File: config.mk
export PLATFORM = sky130hd
export DESIGN_NAME = two_axis_climb_sequencer_top
export DESIGN_NICKNAME = d
export VERILOG_FILES = /design/src/rtl/tacs_pkg.sv /design/src/rtl/tacs_cfg_regs.sv /design/src/rtl/tacs_tick.sv /design/src/rtl/two_axis_climb_sequencer_top.sv
export SDC_FILE = /design/constraint.sdc
export NUM_CORES = 1
export LEC_CHECK = 0
export BUFFER_PORTS_ARGS = -buffer_cell sky130_fd_sc_hd__buf_2
export CORE_ASPECT_RATIO = 1.75
export CORE_MARGIN = 4
export CORE_UTILIZATION = 30
export CTS_BUF_LIST = sky130_fd_sc_hd__clkbuf_2
export DETAILED_ROUTE_END_ITERATION = 6
export GPL_TIMING_DRIVEN = 0
export SETUP_SLACK_MARGIN = 0.15
export SLEW_MARGIN = 20
export SYNTH_ARGS = -nofsm -noshare
export SYNTH_HDL_FRONTEND = slang
export SYNTH_SLANG_ARGS = --single-unit
File: constraint.sdc
create_clock -name aclk -period 5.77 [get_ports aclk]
set_input_delay 1.154 -clock aclk [delete_from_list [all_inputs] [get_ports aclk]]
set_output_delay 1.154 -clock aclk [all_outputs]
set_load 0.1 [all_outputs]
File: src/rtl/tacs_pkg.sv
// Shared types, constants and the climb step table for the two-axis climb sequencer.
// No dependencies; every other file in rtl/ imports this package.
`timescale 1ns / 1ps

package tacs_pkg;

    // Width of a potentiometer reading and of a position threshold
    localparam int POS_W   = 10;
    // Width of a motor command in hundredths
    localparam int DRIVE_W = 8;
    localparam int STEP_W  = 4;
    localparam int CFG_W   = 10;
    localparam int CFG_IDX_W = 3;
    localparam int DEAD_W  = 7;

    // Configuration register indexes
    typedef enum logic [CFG_IDX_W-1:0] {
        REG_MAST_UPPER  = 3'd0,
        REG_MAST_LOWER  = 3'd1,
        REG_TILT_FWD    = 3'd2,
        REG_TILT_BACK   = 3'd3,
        REG_DEADBAND    = 3'd4,
        REG_DOWN_TARGET = 3'd5,
        REG_UP_TARGET   = 3'd6
    } reg_index_t;

    // Register reset values
    localparam logic [POS_W-1:0]  MAST_UPPER_RST  = 10'd136;
    localparam logic [POS_W-1:0]  MAST_LOWER_RST  = 10'd960;
    localparam logic [POS_W-1:0]  TILT_FWD_RST    = 10'd630;
    localparam logic [POS_W-1:0]  TILT_BACK_RST   = 10'd430;
    localparam logic [DEAD_W-1:0] DEADBAND_RST    = 7'd10;
    localparam logic [POS_W-1:0]  DOWN_TARGET_RST = 10'd430;
    localparam logic [POS_W-1:0]  UP_TARGET_RST   = 10'd483;

    // Motor commands
    localparam logic signed [DRIVE_W-1:0] DRIVE_FWD_FULL = 8'sd100;
    localparam logic signed [DRIVE_W-1:0] DRIVE_FWD_70   = 8'sd70;
    localparam logic signed [DRIVE_W-1:0] DRIVE_FWD_50   = 8'sd50;
    localparam logic signed [DRIVE_W-1:0] DRIVE_FWD_20   = 8'sd20;
    localparam logic signed [DRIVE_W-1:0] DRIVE_STOP     = 8'sd0;
    localparam logic signed [DRIVE_W-1:0] DRIVE_REV_FULL = -8'sd100;
    localparam logic signed [DRIVE_W-1:0] DRIVE_REV_70   = -8'sd70;
    localparam logic signed [DRIVE_W-1:0] DRIVE_REV_50   = -8'sd50;
    localparam logic signed [DRIVE_W-1:0] DRIVE_REV_20   = -8'sd20;

    // Preset bang-bang thresholds
    localparam logic [POS_W-1:0] PRESET_TILT_DOWN = 10'd486;
    localparam logic [POS_W-1:0] PRESET_MAST_UP   = 10'd610;
    localparam logic [POS_W-1:0] PRESET_TILT_UP   = 10'd477;
    localparam logic [POS_W-1:0] PRESET_TILT_LOW  = 10'd513;

    // Last climb step; the sequence is finished at this value
    localparam logic [STEP_W-1:0] STEP_DONE = 4'd10;

    typedef struct packed {
        logic [10:0]               climber_buttons;
        logic [1:0]                shooter_buttons;
        logic signed [DRIVE_W-1:0] tilt_stick;
        logic [POS_W-1:0]          tilt_position;
        logic [POS_W-1:0]          mast_position;
    } in_item_t;

    typedef struct packed {
        logic signed [DRIVE_W-1:0] mast_drive;
        logic signed [DRIVE_W-1:0] tilt_drive;
        logic                      shooter_stow;
        logic [STEP_W-1:0]         sequence_step_out;
    } out_item_t;

    typedef struct packed {
        logic [POS_W-1:0]  mast_upper_limit;
        logic [POS_W-1:0]  mast_lower_limit;
        logic [POS_W-1:0]  tilt_forward_limit;
        logic [POS_W-1:0]  tilt_back_limit;
        logic [DEAD_W-1:0] stick_deadband;
        logic [POS_W-1:0]  drive_down_target;
        logic [POS_W-1:0]  drive_up_target;
    } cfg_t;

    typedef struct packed {
        logic [STEP_W-1:0]         step;
        logic signed [DRIVE_W-1:0] mast_drive;
        logic signed [DRIVE_W-1:0] tilt_drive;
    } state_t;

    // One climb step: which axis, compare sense, threshold
    typedef struct packed {
        logic             valid;
        logic             is_mast;
        logic             less;     // keep driving while position < limit (reverse drive)
        logic [POS_W-1:0] limit;
    } seq_entry_t;

    function automatic seq_entry_t seq_entry(input logic [STEP_W-1:0] step);
        seq_entry_t e;
        e = '0;
        unique case (step)
            4'd0:    e = '{1'b1, 1'b1, 1'b1, 10'd964};
            4'd1:    e = '{1'b1, 1'b0, 1'b1, 10'd526};
            4'd2:    e = '{1'b1, 1'b1, 1'b0, 10'd927};
            4'd3:    e = '{1'b1, 1'b0, 1'b1, 10'd562};
            4'd4:    e = '{1'b1, 1'b1, 1'b0, 10'd126};
            4'd5:    e = '{1'b1, 1'b0, 1'b0, 10'd542};
            4'd6:    e = '{1'b1, 1'b1, 1'b1, 10'd815};
            4'd7:    e = '{1'b1, 1'b0, 1'b0, 10'd510};
            4'd8:    e = '{1'b1, 1'b1, 1'b1, 10'd963};
            4'd9:    e = '{1'b1, 1'b0, 1'b1, 10'd529};
            default: e = '0;
        endcase
        return e;
    endfunction

endpackage

File: src/rtl/tacs_cfg_regs.sv
// Config register file: decodes writes into the limit, deadband and target registers.
// Depends on tacs_pkg.
`timescale 1ns / 1ps

module tacs_cfg_regs (
    input  logic                            aclk,
    input  logic                            aresetn,
    input  logic                            cfg_we,
    input  logic [tacs_pkg::CFG_IDX_W-1:0]  cfg_index,
    input  logic [tacs_pkg::CFG_W-1:0]      cfg_wdata,
    output tacs_pkg::cfg_t                  cfg
);
    import tacs_pkg::*;

    cfg_t cfg_reg;
    cfg_t cfg_next;

    // Write decode; an index past the list leaves everything alone
    always_comb begin
        cfg_next = cfg_reg;
        if (cfg_we) begin
            unique case (reg_index_t'(cfg_index))
                REG_MAST_UPPER:  cfg_next.mast_upper_limit   = cfg_wdata;
                REG_MAST_LOWER:  cfg_next.mast_lower_limit   = cfg_wdata;
                REG_TILT_FWD:    cfg_next.tilt_forward_limit = cfg_wdata;
                REG_TILT_BACK:   cfg_next.tilt_back_limit    = cfg_wdata;
                REG_DEADBAND:    cfg_next.stick_deadband     = cfg_wdata[DEAD_W-1:0];
                REG_DOWN_TARGET: cfg_next.drive_down_target  = cfg_wdata;
                REG_UP_TARGET:   cfg_next.drive_up_target    = cfg_wdata;
                default:         cfg_next = cfg_reg;
            endcase
        end
    end

    always_ff @(posedge aclk) begin
        if (!aresetn) begin
            cfg_reg.mast_upper_limit   <= MAST_UPPER_RST;
            cfg_reg.mast_lower_limit   <= MAST_LOWER_RST;
            cfg_reg.tilt_forward_limit <= TILT_FWD_RST;
            cfg_reg.tilt_back_limit    <= TILT_BACK_RST;
            cfg_reg.stick_deadband     <= DEADBAND_RST;
            cfg_reg.drive_down_target  <= DOWN_TARGET_RST;
            cfg_reg.drive_up_target    <= UP_TARGET_RST;
        end else begin
            cfg_reg <= cfg_next;
        end
    end

    assign cfg = cfg_reg;

endmodule

File: src/rtl/tacs_tick.sv
// One control tick: priority chain over buttons, stick and positions, and the climb step.
// Combinational; depends on tacs_pkg.
`timescale 1ns / 1ps

module tacs_tick (
    input  tacs_pkg::cfg_t     cfg,
    input  tacs_pkg::in_item_t item,
    input  tacs_pkg::state_t   state,
    output tacs_pkg::out_item_t result
);
    import tacs_pkg::*;

    localparam int EXT_W = POS_W + 2;

    // Downward ramp: faster the further above the target
    function automatic logic signed [DRIVE_W-1:0] ramp_down(
        input logic [POS_W-1:0] pos,
        input logic [POS_W-1:0] tgt
    );
        logic [EXT_W-1:0] p;
        logic [EXT_W-1:0] t;
        logic signed [DRIVE_W-1:0] d;
        p = {2'b00, pos};
        t = {2'b00, tgt};
        if (p > t + EXT_W'(30))      d = DRIVE_FWD_FULL;
        else if (p > t + EXT_W'(20)) d = DRIVE_FWD_70;
        else if (p > t + EXT_W'(10)) d = DRIVE_FWD_50;
        else if (p > t)              d = DRIVE_FWD_20;
        else                         d = DRIVE_STOP;
        return d;
    endfunction

    // Upward ramp; pos < t - k is written as pos + k < t to stay unsigned
    function automatic logic signed [DRIVE_W-1:0] ramp_up(
        input logic [POS_W-1:0] pos,
        input logic [POS_W-1:0] tgt
    );
        logic [EXT_W-1:0] p;
        logic [EXT_W-1:0] t;
        logic signed [DRIVE_W-1:0] d;
        p = {2'b00, pos};
        t = {2'b00, tgt};
        if (p + EXT_W'(30) < t)      d = DRIVE_REV_FULL;
        else if (p + EXT_W'(20) < t) d = DRIVE_REV_70;
        else if (p + EXT_W'(10) < t) d = DRIVE_REV_50;
        else if (p < t)              d = DRIVE_REV_20;
        else                         d = DRIVE_STOP;
        return d;
    endfunction

    logic [10:0]               cb;
    logic [POS_W-1:0]          tilt;
    logic [POS_W-1:0]          mast;
    logic signed [DRIVE_W:0]   stick_w;
    logic signed [DRIVE_W:0]   dead_w;
    logic signed [DRIVE_W-1:0] stick_sat;
    logic [STEP_W-1:0]         step_base;
    seq_entry_t                entry;
    logic [POS_W-1:0]          seq_pos;
    logic                      seq_keep;
    logic signed [DRIVE_W-1:0] seq_speed;

    assign cb   = item.climber_buttons;
    assign tilt = item.tilt_position;
    assign mast = item.mast_position;

    // Stick against deadband, one bit wider so the negation cannot wrap
    assign stick_w = {item.tilt_stick[DRIVE_W-1], item.tilt_stick};
    assign dead_w  = $signed({2'b00, cfg.stick_deadband});

    always_comb begin
        if (item.tilt_stick > DRIVE_FWD_FULL)      stick_sat = DRIVE_FWD_FULL;
        else if (item.tilt_stick < DRIVE_REV_FULL) stick_sat = DRIVE_REV_FULL;
        else                                       stick_sat = item.tilt_stick;
    end

    // Climber button 9 restarts the sequence before anything else looks at it
    assign step_base = cb[8] ? '0 : state.step;

    // Current climb step decode
    assign entry     = seq_entry(step_base);
    assign seq_pos   = entry.is_mast ? mast : tilt;
    assign seq_keep  = entry.less ? (seq_pos < entry.limit) : (seq_pos > entry.limit);
    assign seq_speed = entry.less ? DRIVE_REV_FULL : DRIVE_FWD_FULL;

    // Priority chain, first match wins; unwritten drives hold
    always_comb begin
        result.mast_drive        = state.mast_drive;
        result.tilt_drive        = state.tilt_drive;
        result.shooter_stow      = 1'b0;
        result.sequence_step_out = step_base;
        if (cb[2] && mast > cfg.mast_upper_limit) begin
            result.mast_drive = DRIVE_FWD_FULL;
        end else if (cb[1] && mast < cfg.mast_lower_limit) begin
            result.mast_drive = DRIVE_REV_FULL;
        end else if (item.shooter_buttons[0]) begin
            result.tilt_drive = ramp_down(tilt, cfg.drive_down_target);
        end else if (item.shooter_buttons[1]) begin
            result.tilt_drive = ramp_up(tilt, cfg.drive_up_target);
        end else if (stick_w < -dead_w && tilt < cfg.tilt_forward_limit) begin
            result.tilt_drive = stick_sat;
        end else if (stick_w > dead_w && tilt > cfg.tilt_back_limit) begin
            result.tilt_drive = stick_sat;
        end else if (cb[5]) begin
            result.tilt_drive = (tilt < PRESET_TILT_DOWN) ? DRIVE_REV_FULL : DRIVE_STOP;
        end else if (cb[6]) begin
            result.mast_drive = (mast > PRESET_MAST_UP) ? DRIVE_FWD_FULL : DRIVE_STOP;
        end else if (cb[9]) begin
            result.tilt_drive = (tilt > PRESET_TILT_UP) ? DRIVE_FWD_FULL : DRIVE_STOP;
        end else if (cb[10]) begin
            result.tilt_drive = (tilt < PRESET_TILT_LOW) ? DRIVE_REV_FULL : DRIVE_STOP;
        end else if (cb[7]) begin
            if (entry.valid) begin
                // step 0 stows the shooter as it lowers the mast
                result.shooter_stow = (step_base == '0);
                if (entry.is_mast) begin
                    result.mast_drive = seq_keep ? seq_speed : DRIVE_STOP;
                end else begin
                    result.tilt_drive = seq_keep ? seq_speed : DRIVE_STOP;
                end
                if (!seq_keep) begin
                    result.sequence_step_out = step_base + STEP_W'(1);
                end
            end else begin
                // sequence finished: both motors stop, step stays
                result.mast_drive = DRIVE_STOP;
                result.tilt_drive = DRIVE_STOP;
            end
        end else begin
            result.mast_drive = DRIVE_STOP;
            result.tilt_drive = DRIVE_STOP;
        end
    end

endmodule

File: src/rtl/two_axis_climb_sequencer_top.sv
// Top level of the two-axis climb sequencer: input register, tick logic, result register.
// Depends on tacs_pkg, tacs_cfg_regs and tacs_tick.
//
//  Port group   Dir  Handshake        Payload
//  s_*          in   s_valid/s_ready  s_data  (tacs_pkg::in_item_t)
//  m_*          out  m_valid/m_ready  m_data  (tacs_pkg::out_item_t)
//  cfg_*        in   cfg_we           cfg_index, cfg_wdata
//
// One request per cycle sustained while m_ready stays high; each request is held
// in the input register and then computed into the result register. The step and
// held drives update as a request moves into the result register. A stalled
// result holds the result register; the input register still takes one more
// request. Synchronous active-low reset restores register defaults and clears
// step and drives.
`timescale 1ns / 1ps

module two_axis_climb_sequencer_top (
    input  logic                            aclk,
    input  logic                            aresetn,
    input  logic                            s_valid,
    output logic                            s_ready,
    input  tacs_pkg::in_item_t              s_data,
    output logic                            m_valid,
    input  logic                            m_ready,
    output tacs_pkg::out_item_t             m_data,
    input  logic                            cfg_we,
    input  logic [tacs_pkg::CFG_IDX_W-1:0]  cfg_index,
    input  logic [tacs_pkg::CFG_W-1:0]      cfg_wdata
);
    import tacs_pkg::*;

    cfg_t      cfg;
    in_item_t  in_data_reg;
    logic      in_valid_reg;
    out_item_t out_data_reg;
    logic      out_valid_reg;
    state_t    state_reg;
    state_t    state_next;
    out_item_t tick_result;
    logic      advance;

    tacs_cfg_regs u_cfg (
        .aclk      (aclk),
        .aresetn   (aresetn),
        .cfg_we    (cfg_we),
        .cfg_index (cfg_index),
        .cfg_wdata (cfg_wdata),
        .cfg       (cfg)
    );

    tacs_tick u_tick (
        .cfg    (cfg),
        .item   (in_data_reg),
        .state  (state_reg),
        .result (tick_result)
    );

    // Pipeline control: the input stage moves on whenever the result slot frees
    assign advance = in_valid_reg && (!out_valid_reg || m_ready);
    assign s_ready = !in_valid_reg || advance;

    assign state_next.step       = tick_result.sequence_step_out;
    assign state_next.mast_drive = tick_result.mast_drive;
    assign state_next.tilt_drive = tick_result.tilt_drive;

    // Input register
    always_ff @(posedge aclk) begin
        if (!aresetn) begin
            in_valid_reg <= 1'b0;
        end else if (s_ready) begin
            in_valid_reg <= s_valid;
        end
    end

    always_ff @(posedge aclk) begin
        if (s_valid && s_ready) begin
            in_data_reg <= s_data;
        end
    end

    // Result register and sequencer state
    always_ff @(posedge aclk) begin
        if (!aresetn) begin
            out_valid_reg <= 1'b0;
            state_reg     <= '0;
        end else begin
            if (advance) begin
                out_valid_reg <= 1'b1;
                state_reg     <= state_next;
            end else if (m_ready) begin
                out_valid_reg <= 1'b0;
            end
        end
    end

    always_ff @(posedge aclk) begin
        if (advance) begin
            out_data_reg <= tick_result;
        end
    end

    assign m_valid = out_valid_reg;
    assign m_data  = out_data_reg;

endmodule
======== After elaboration in Yosys (flattened, before gate mapping) ========
Memories as Yosys holds them, arrays and structs flattened.
Cells that the tools add are included.
word-level totals
  flip-flop bits (word level) ............. 151
  memory bits (read-only) ................. 208
  output and inout bits ................... 23
  memories ................................ 1
cells by class
  $add $sub $neg .......................... 8
  $lt $le $gt $ge ......................... 22
  equality and inequality tests ........... 6
  mux-type cells .......................... 55
  bitwise operators ....................... 2
  reduce and logical (&&, ||, !) cells .... 21
memories
  name             words  width  rd ports  clocked after memory_dff  wr ports  RTL line        source
  (no name shown)  16     13     1         0                         0         tacs_pkg.sv:98  unique case (step)
operator list
  operator                 count
  $mux W8                  32
  $mux W5                  10
  $add A10 B5 Y11 const B  4
  $gt A10 B10 Y1           4
  $lt A10 B10 Y1           4
  $mux W13                 3
  $gt A10 B12 Y1           3
  $lt A12 B10 Y1           3
  $mux W16                 2
  $add A10 B4 Y11 const B  2
  $mux W7                  2
  $reduce_and A2 Y1        7
  $reduce_or A12 Y1        1
  $gt A10 B10 Y1 const B   1
  $gt A10 B9 Y1 const B    1
  $lt A10 B10 Y1 const B   1
  $lt A10 B9 Y1 const B    1
  $mux W10                 1
  $eq A3 B3 Y1 const B     3
  $lt A8 B9 Y1             1
  $neg A7 Y9               1
  $gt A8 B8 Y1             1
  $gt A8 B8 Y1 const B     1
  $lt A8 B8 Y1 const B     1
  other kinds (12)         24

======== Depth between registers and ports, before layout ========
An unclocked memory read counts as a cell.
  word-level depth ........................ 19
  gate-level depth with buffers ........... 18
  depth with buffers taken out ............ 16

======== Hierarchy ========
From an unflattened synthesis, not the netlist that was laid out.
unflattened totals
  cell total of the unflattened synthesis .. 1188
  area total of the unflattened synthesis .. 10901.7 µm²
by module, submodules not included
  module                        times used  cells each  area an instance (µm²)  seq. area each (µm²)
  tacs_tick                     1           781         5539.1                  0.0
  two_axis_climb_sequencer_top  1           159         2751.4                  2302.2
  tacs_cfg_regs                 1           248         2611.3                  1341.3

======== Worst setup path after synthesis ========
No wires, ideal clock.
  path kind ............................... register to register
  start ................................... register in_data_reg[38] (netlist name)
  end ..................................... register out_data_reg, in the netlist m_data[7], data pin
  setup time .............................. 260 ps
  arrival ................................. 3871 ps
  required time ........................... 5510 ps
  slack ................................... 1639 ps
  stages on the path, launching flop included .. 19
  buffers on the path ..................... 2
  cell sequence ........................... edfxtp_1 > inv_2 > nand2_1 > ha_1 > and3b_1 > or3_1 > clkbuf_1 > clkbuf_1 > nand2_1 > nand2_1 > ha_1 > a21oi_2 > o21ai_1 > a2111o_1 > mux2i_4 > a211oi_1 > o31ai_1 > o32ai_1 > mux2_2
RTL lines
  what                      RTL line                            source
  start: declaration        two_axis_climb_sequencer_top.sv:33  in_item_t in_data_reg;
  start signal: assignment  two_axis_climb_sequencer_top.sv:77  in_data_reg <= s_data;
  end signal: assignment    two_axis_climb_sequencer_top.sv:98  out_data_reg <= tick_result;
  end: declaration          two_axis_climb_sequencer_top.sv:35  out_item_t out_data_reg;

==> results.toml <==
[yosys]
ys.warnings.count = 0
synth_area_sq_mm = 0.01057
synth_compound_area_frac = 0.1917
synth_top_family_by_area = "simple AND/OR/NAND/NOR gates"
synth-xor-area-share = 0.03813
synth-simple-area-share = 0.1918
async_flop_share = 0
ys.flop_type = "dfxtp_1"
synth_edf_count = 59
muxShareOfSynthArea = 0.01101
ys_types = 75
seq_area_frac_synth = 0.3363
synth_fa_ha_area_frac = 0.1800
synth.top_cells.by_area = "ha_1 18%, dfxtp_1 17%, edfxtp_1 17%"
synthCells = 1245
synth_nets = 1456
synth_top_area_frac = 0.1800
postSynthAreaPerCell_sq_um = 8.487
yosys.area.top_type = "ha_1"
synth-seq-cells = 148

[final_layout]
layout.nets = 1553
final_util = 0.3402
final_area_sq_mm = 0.01180
area_growth_pct = 11.66
drive_gt1_frac = 0.1026
largest_reg_flops = 67

[hold_path]
min_to = "in_data_reg[18]"
min_path_type = "input pin to flip-flop"
hold_start = "s_data[18]"
hold-path-cell-count = 1

[flow_run]
max_cap_viol_count = 0

[setup_path]
crit_family = "compound AO/OA/AOI/OAI gates"
end_kind = "flip-flop"
r2r_setup_slack_ps = 580
worstReg2RegStart = "in_data_reg[38]"
worst_ep_arrival_time_ps = 5800
slowest_stage = "edfxtp_1"
crit_chain = "inv_2, nand2_1, ha_1, and3b_1, or3_1, clkbuf_1, clkbuf_1, nand2_1, o21ai_0, ha_1, a21oi_1, o21ai_1, a2111o_1, mux2i_4, a211oi_1, o31ai_1, o32ai_1, mux2_2"
cp_max_fo = 10
slowest_delay_ps = 540
reg2reg_to = "m_data[7]"
rr_worst_depth = 18
start_kind = "flip-flop"
cp.depth = 18
crit_type = "flip-flop to flip-flop"
cp.required_ps = 6380
cp.buffers_inverters = 3

[timing]
fmax_mhz = 192.6
fin_skew_ps = 48.60
fin_crit_sh = 0.8998
setup_tns_ps = 0
finalSetupViolCount = 0
grt_setup_unrepaired = "no"
post-route-min-period_ps = 5192
worst_pin_slew_ps = 1145
relSlewSlack = 0.2296
hold_violations = 0
slew_violations = 0

[drt]
ant_nets = 0
wl_per_cell_microns = 18.82
firstDrtPassIters = 7
drc = 0
num_vias = 9598
drt_iter0_markers = 504
totalWireLength_microns = 34230
via_per_inst = 5.277

[clock_tree]
htreeDepth = 4
clk_latency_ps = 860
ctsHoldBuffers = 0
cts_buffers = 17
cts.reportedPaths.clkPinSlew_ps = 270
post_cts_buffers = 0
cts_buffer_depth = 2
clock_sinks = 148
cts-resized-gates = 0
cts_tree = "done"
cts_root_buf = "clkbuf_2"

[floorplanning]
die-area_sq_mm = 0.03841
initial_utilization = 0.3047
die_h_microns = 256.3
rows = 90
core_area_sq_mm = 0.03468
die_w_microns = 149.9
ios = 82

[global_route]
antenna_found_initial = 4
grtUsageTotal = 0.1769
overflow = 0
grt_pass1_vias = 9666
grt_first_pass_wirelength_microns = 51940
grt_max_degree = 31

[placed_design]
dpl.hpwl_microns = 27520
placed_cell_area_sq_mm = 0.01155
place_congestion = 0.9126
port-buffer-count = 77

[pwr]
power_mw = 2.347
peakVddDrop_mv = 0.1078
p_per_area_mw_per_mm2 = 198.9
p_leak_nw = 4.886

[status]
status = "finished, final reports clean"
cell families (layout without fill, tap and decap cells):
group | Yosys count | after routing
XOR/XNOR | 46 | 46
multiplexers | 10 | 10
buffers and inverters | 142 | 252
other | 0 | 4
adder cells (fa/ha/maj) | 152 | 152
flip-flops | 148 | 148
AND/OR/NAND/NOR | 433 | 433
AO/OA/AOI/OAI | 314 | 314
cell usage after synthesis, types with 3 or more instances:
library cell,number
nand2_1,204
ha_1,152
a21oi_1,102
inv_1,94
dfxtp_1,89
nor2_1,70
o21ai_0,64
edfxtp_1,59
o211ai_1,40
clkbuf_1,39
xnor2_1,38
nand3_1,37
nand4_1,22
nand2b_1,20
a211oi_1,19
nor3_1,17
nor2b_1,14
and3_1,13
a21o_1,10
o31ai_1,9
xor2_1,8
a31oi_1,6
mux2i_1,6
o21a_1,6
o32ai_1,6
clkinv_1,5
o22ai_1,5
or3_1,5
a2111oi_0,4
a211o_1,4
a221oi_1,4
nor4_1,4
or2_2,4
a311o_1,3
a41o_1,3
and2_1,3
and4_1,3
mux2_2,3
o31a_1,3
routing by layer:
layer | up-vias | GRT usage | wire length (microns)
li1 | 4671 | - | -
met1 | 4514 | 0.1601 | 11570
met2 | 280 | 0.3342 | 18430
met3 | 131 | 0.03251 | 1307
met4 | 2 | 0.1384 | 2918
met5 | - | 0 | 7
stage by stage:
step / cells / hold slack (ps) / worst slack [ps]
4_1_cts: 1815 / 349.7 / 695.8
6_report: 1819 / 437.3 / 578.2
2_1_floorplan: 1245 / 432.8 / 1639
3_3_place_gp: 1782 / 442.5 / 788.6
5_1_grt: 1817 / 337.5 / 387.2
3_5_place_dp: 1783 / 448.2 / 775.5
cell type report:
| type | count | area [sq um] |
|---|---|---|
| Timing Repair Buffer | 78 | 405.4 |
| Tap cell | 460 | 575.6 |
| Clock buffer | 19 | 95.09 |
| Clock inverter | 13 | 145.1 |
| Sequential cell | 148 | 3553 |
| Inverter | 100 | 375.4 |
| Antenna cell | 4 | 10.01 |
| Fill cell | 3756 | 22880 |
| Buffer | 42 | 163.9 |
| Multi-Input combinational cell | 955 | 6475 |
where the power goes:
group          total, mW  internal (mW)  switching, mW
Sequential          1.19           1.14         0.0502
Combinational      0.527          0.177          0.350
Clock              0.632          0.209          0.423
placed cells by master, fill, tap and decap left out, types with 8 or more instances in the layout:
cell type  netlist  final
o31ai_1          9      9
nand2_1        204    204
edfxtp_1        59     59
buf_2            2     79
nor2b_1         14     14
xor2_1           8      8
o21ai_0         64     64
nor3_1          17     17
a21oi_1        102    102
inv_1           94     94
nand3_1         37     37
and3_1          13     13
a21o_1          10     10
nand2b_1        20     20
ha_1           152    152
xnor2_1         38     38
o211ai_1        40     40
nor2_1          70     70
a211oi_1        19     19
dfxtp_1         89     89
clkbuf_1        39     39
nand4_1         22     22
clkbuf_2         0     19
worst max-delay path by stage:
stage / from / end / slack [ps]
after floorplan: in_data_reg[38] / m_data[7] / 1640
after global placement: in_data_reg[38] / m_data[7] / 790
after detailed placement: in_data_reg[38] / m_data[7] / 780
after CTS: in_data_reg[38] / m_data[7] / 700
after global routing: in_data_reg[38] / m_data[7] / 390
final: in_data_reg[38] / m_data[7] / 580
worst register-to-register path, cell delays in order, from the launching register on:
cell and delay [ps]:
edfxtp_1 540, inv_2 190, nand2_1 170, ha_1 300
and3b_1 230, or3_1 340, clkbuf_1 250, clkbuf_1 280
nand2_1 110, o21ai_0 90, ha_1 330, a21oi_1 140
o21ai_1 100, a2111o_1 540, mux2i_4 380, a211oi_1 160
o31ai_1 330, o32ai_1 180, mux2_2 280
(Power assumes the default switching activity.)
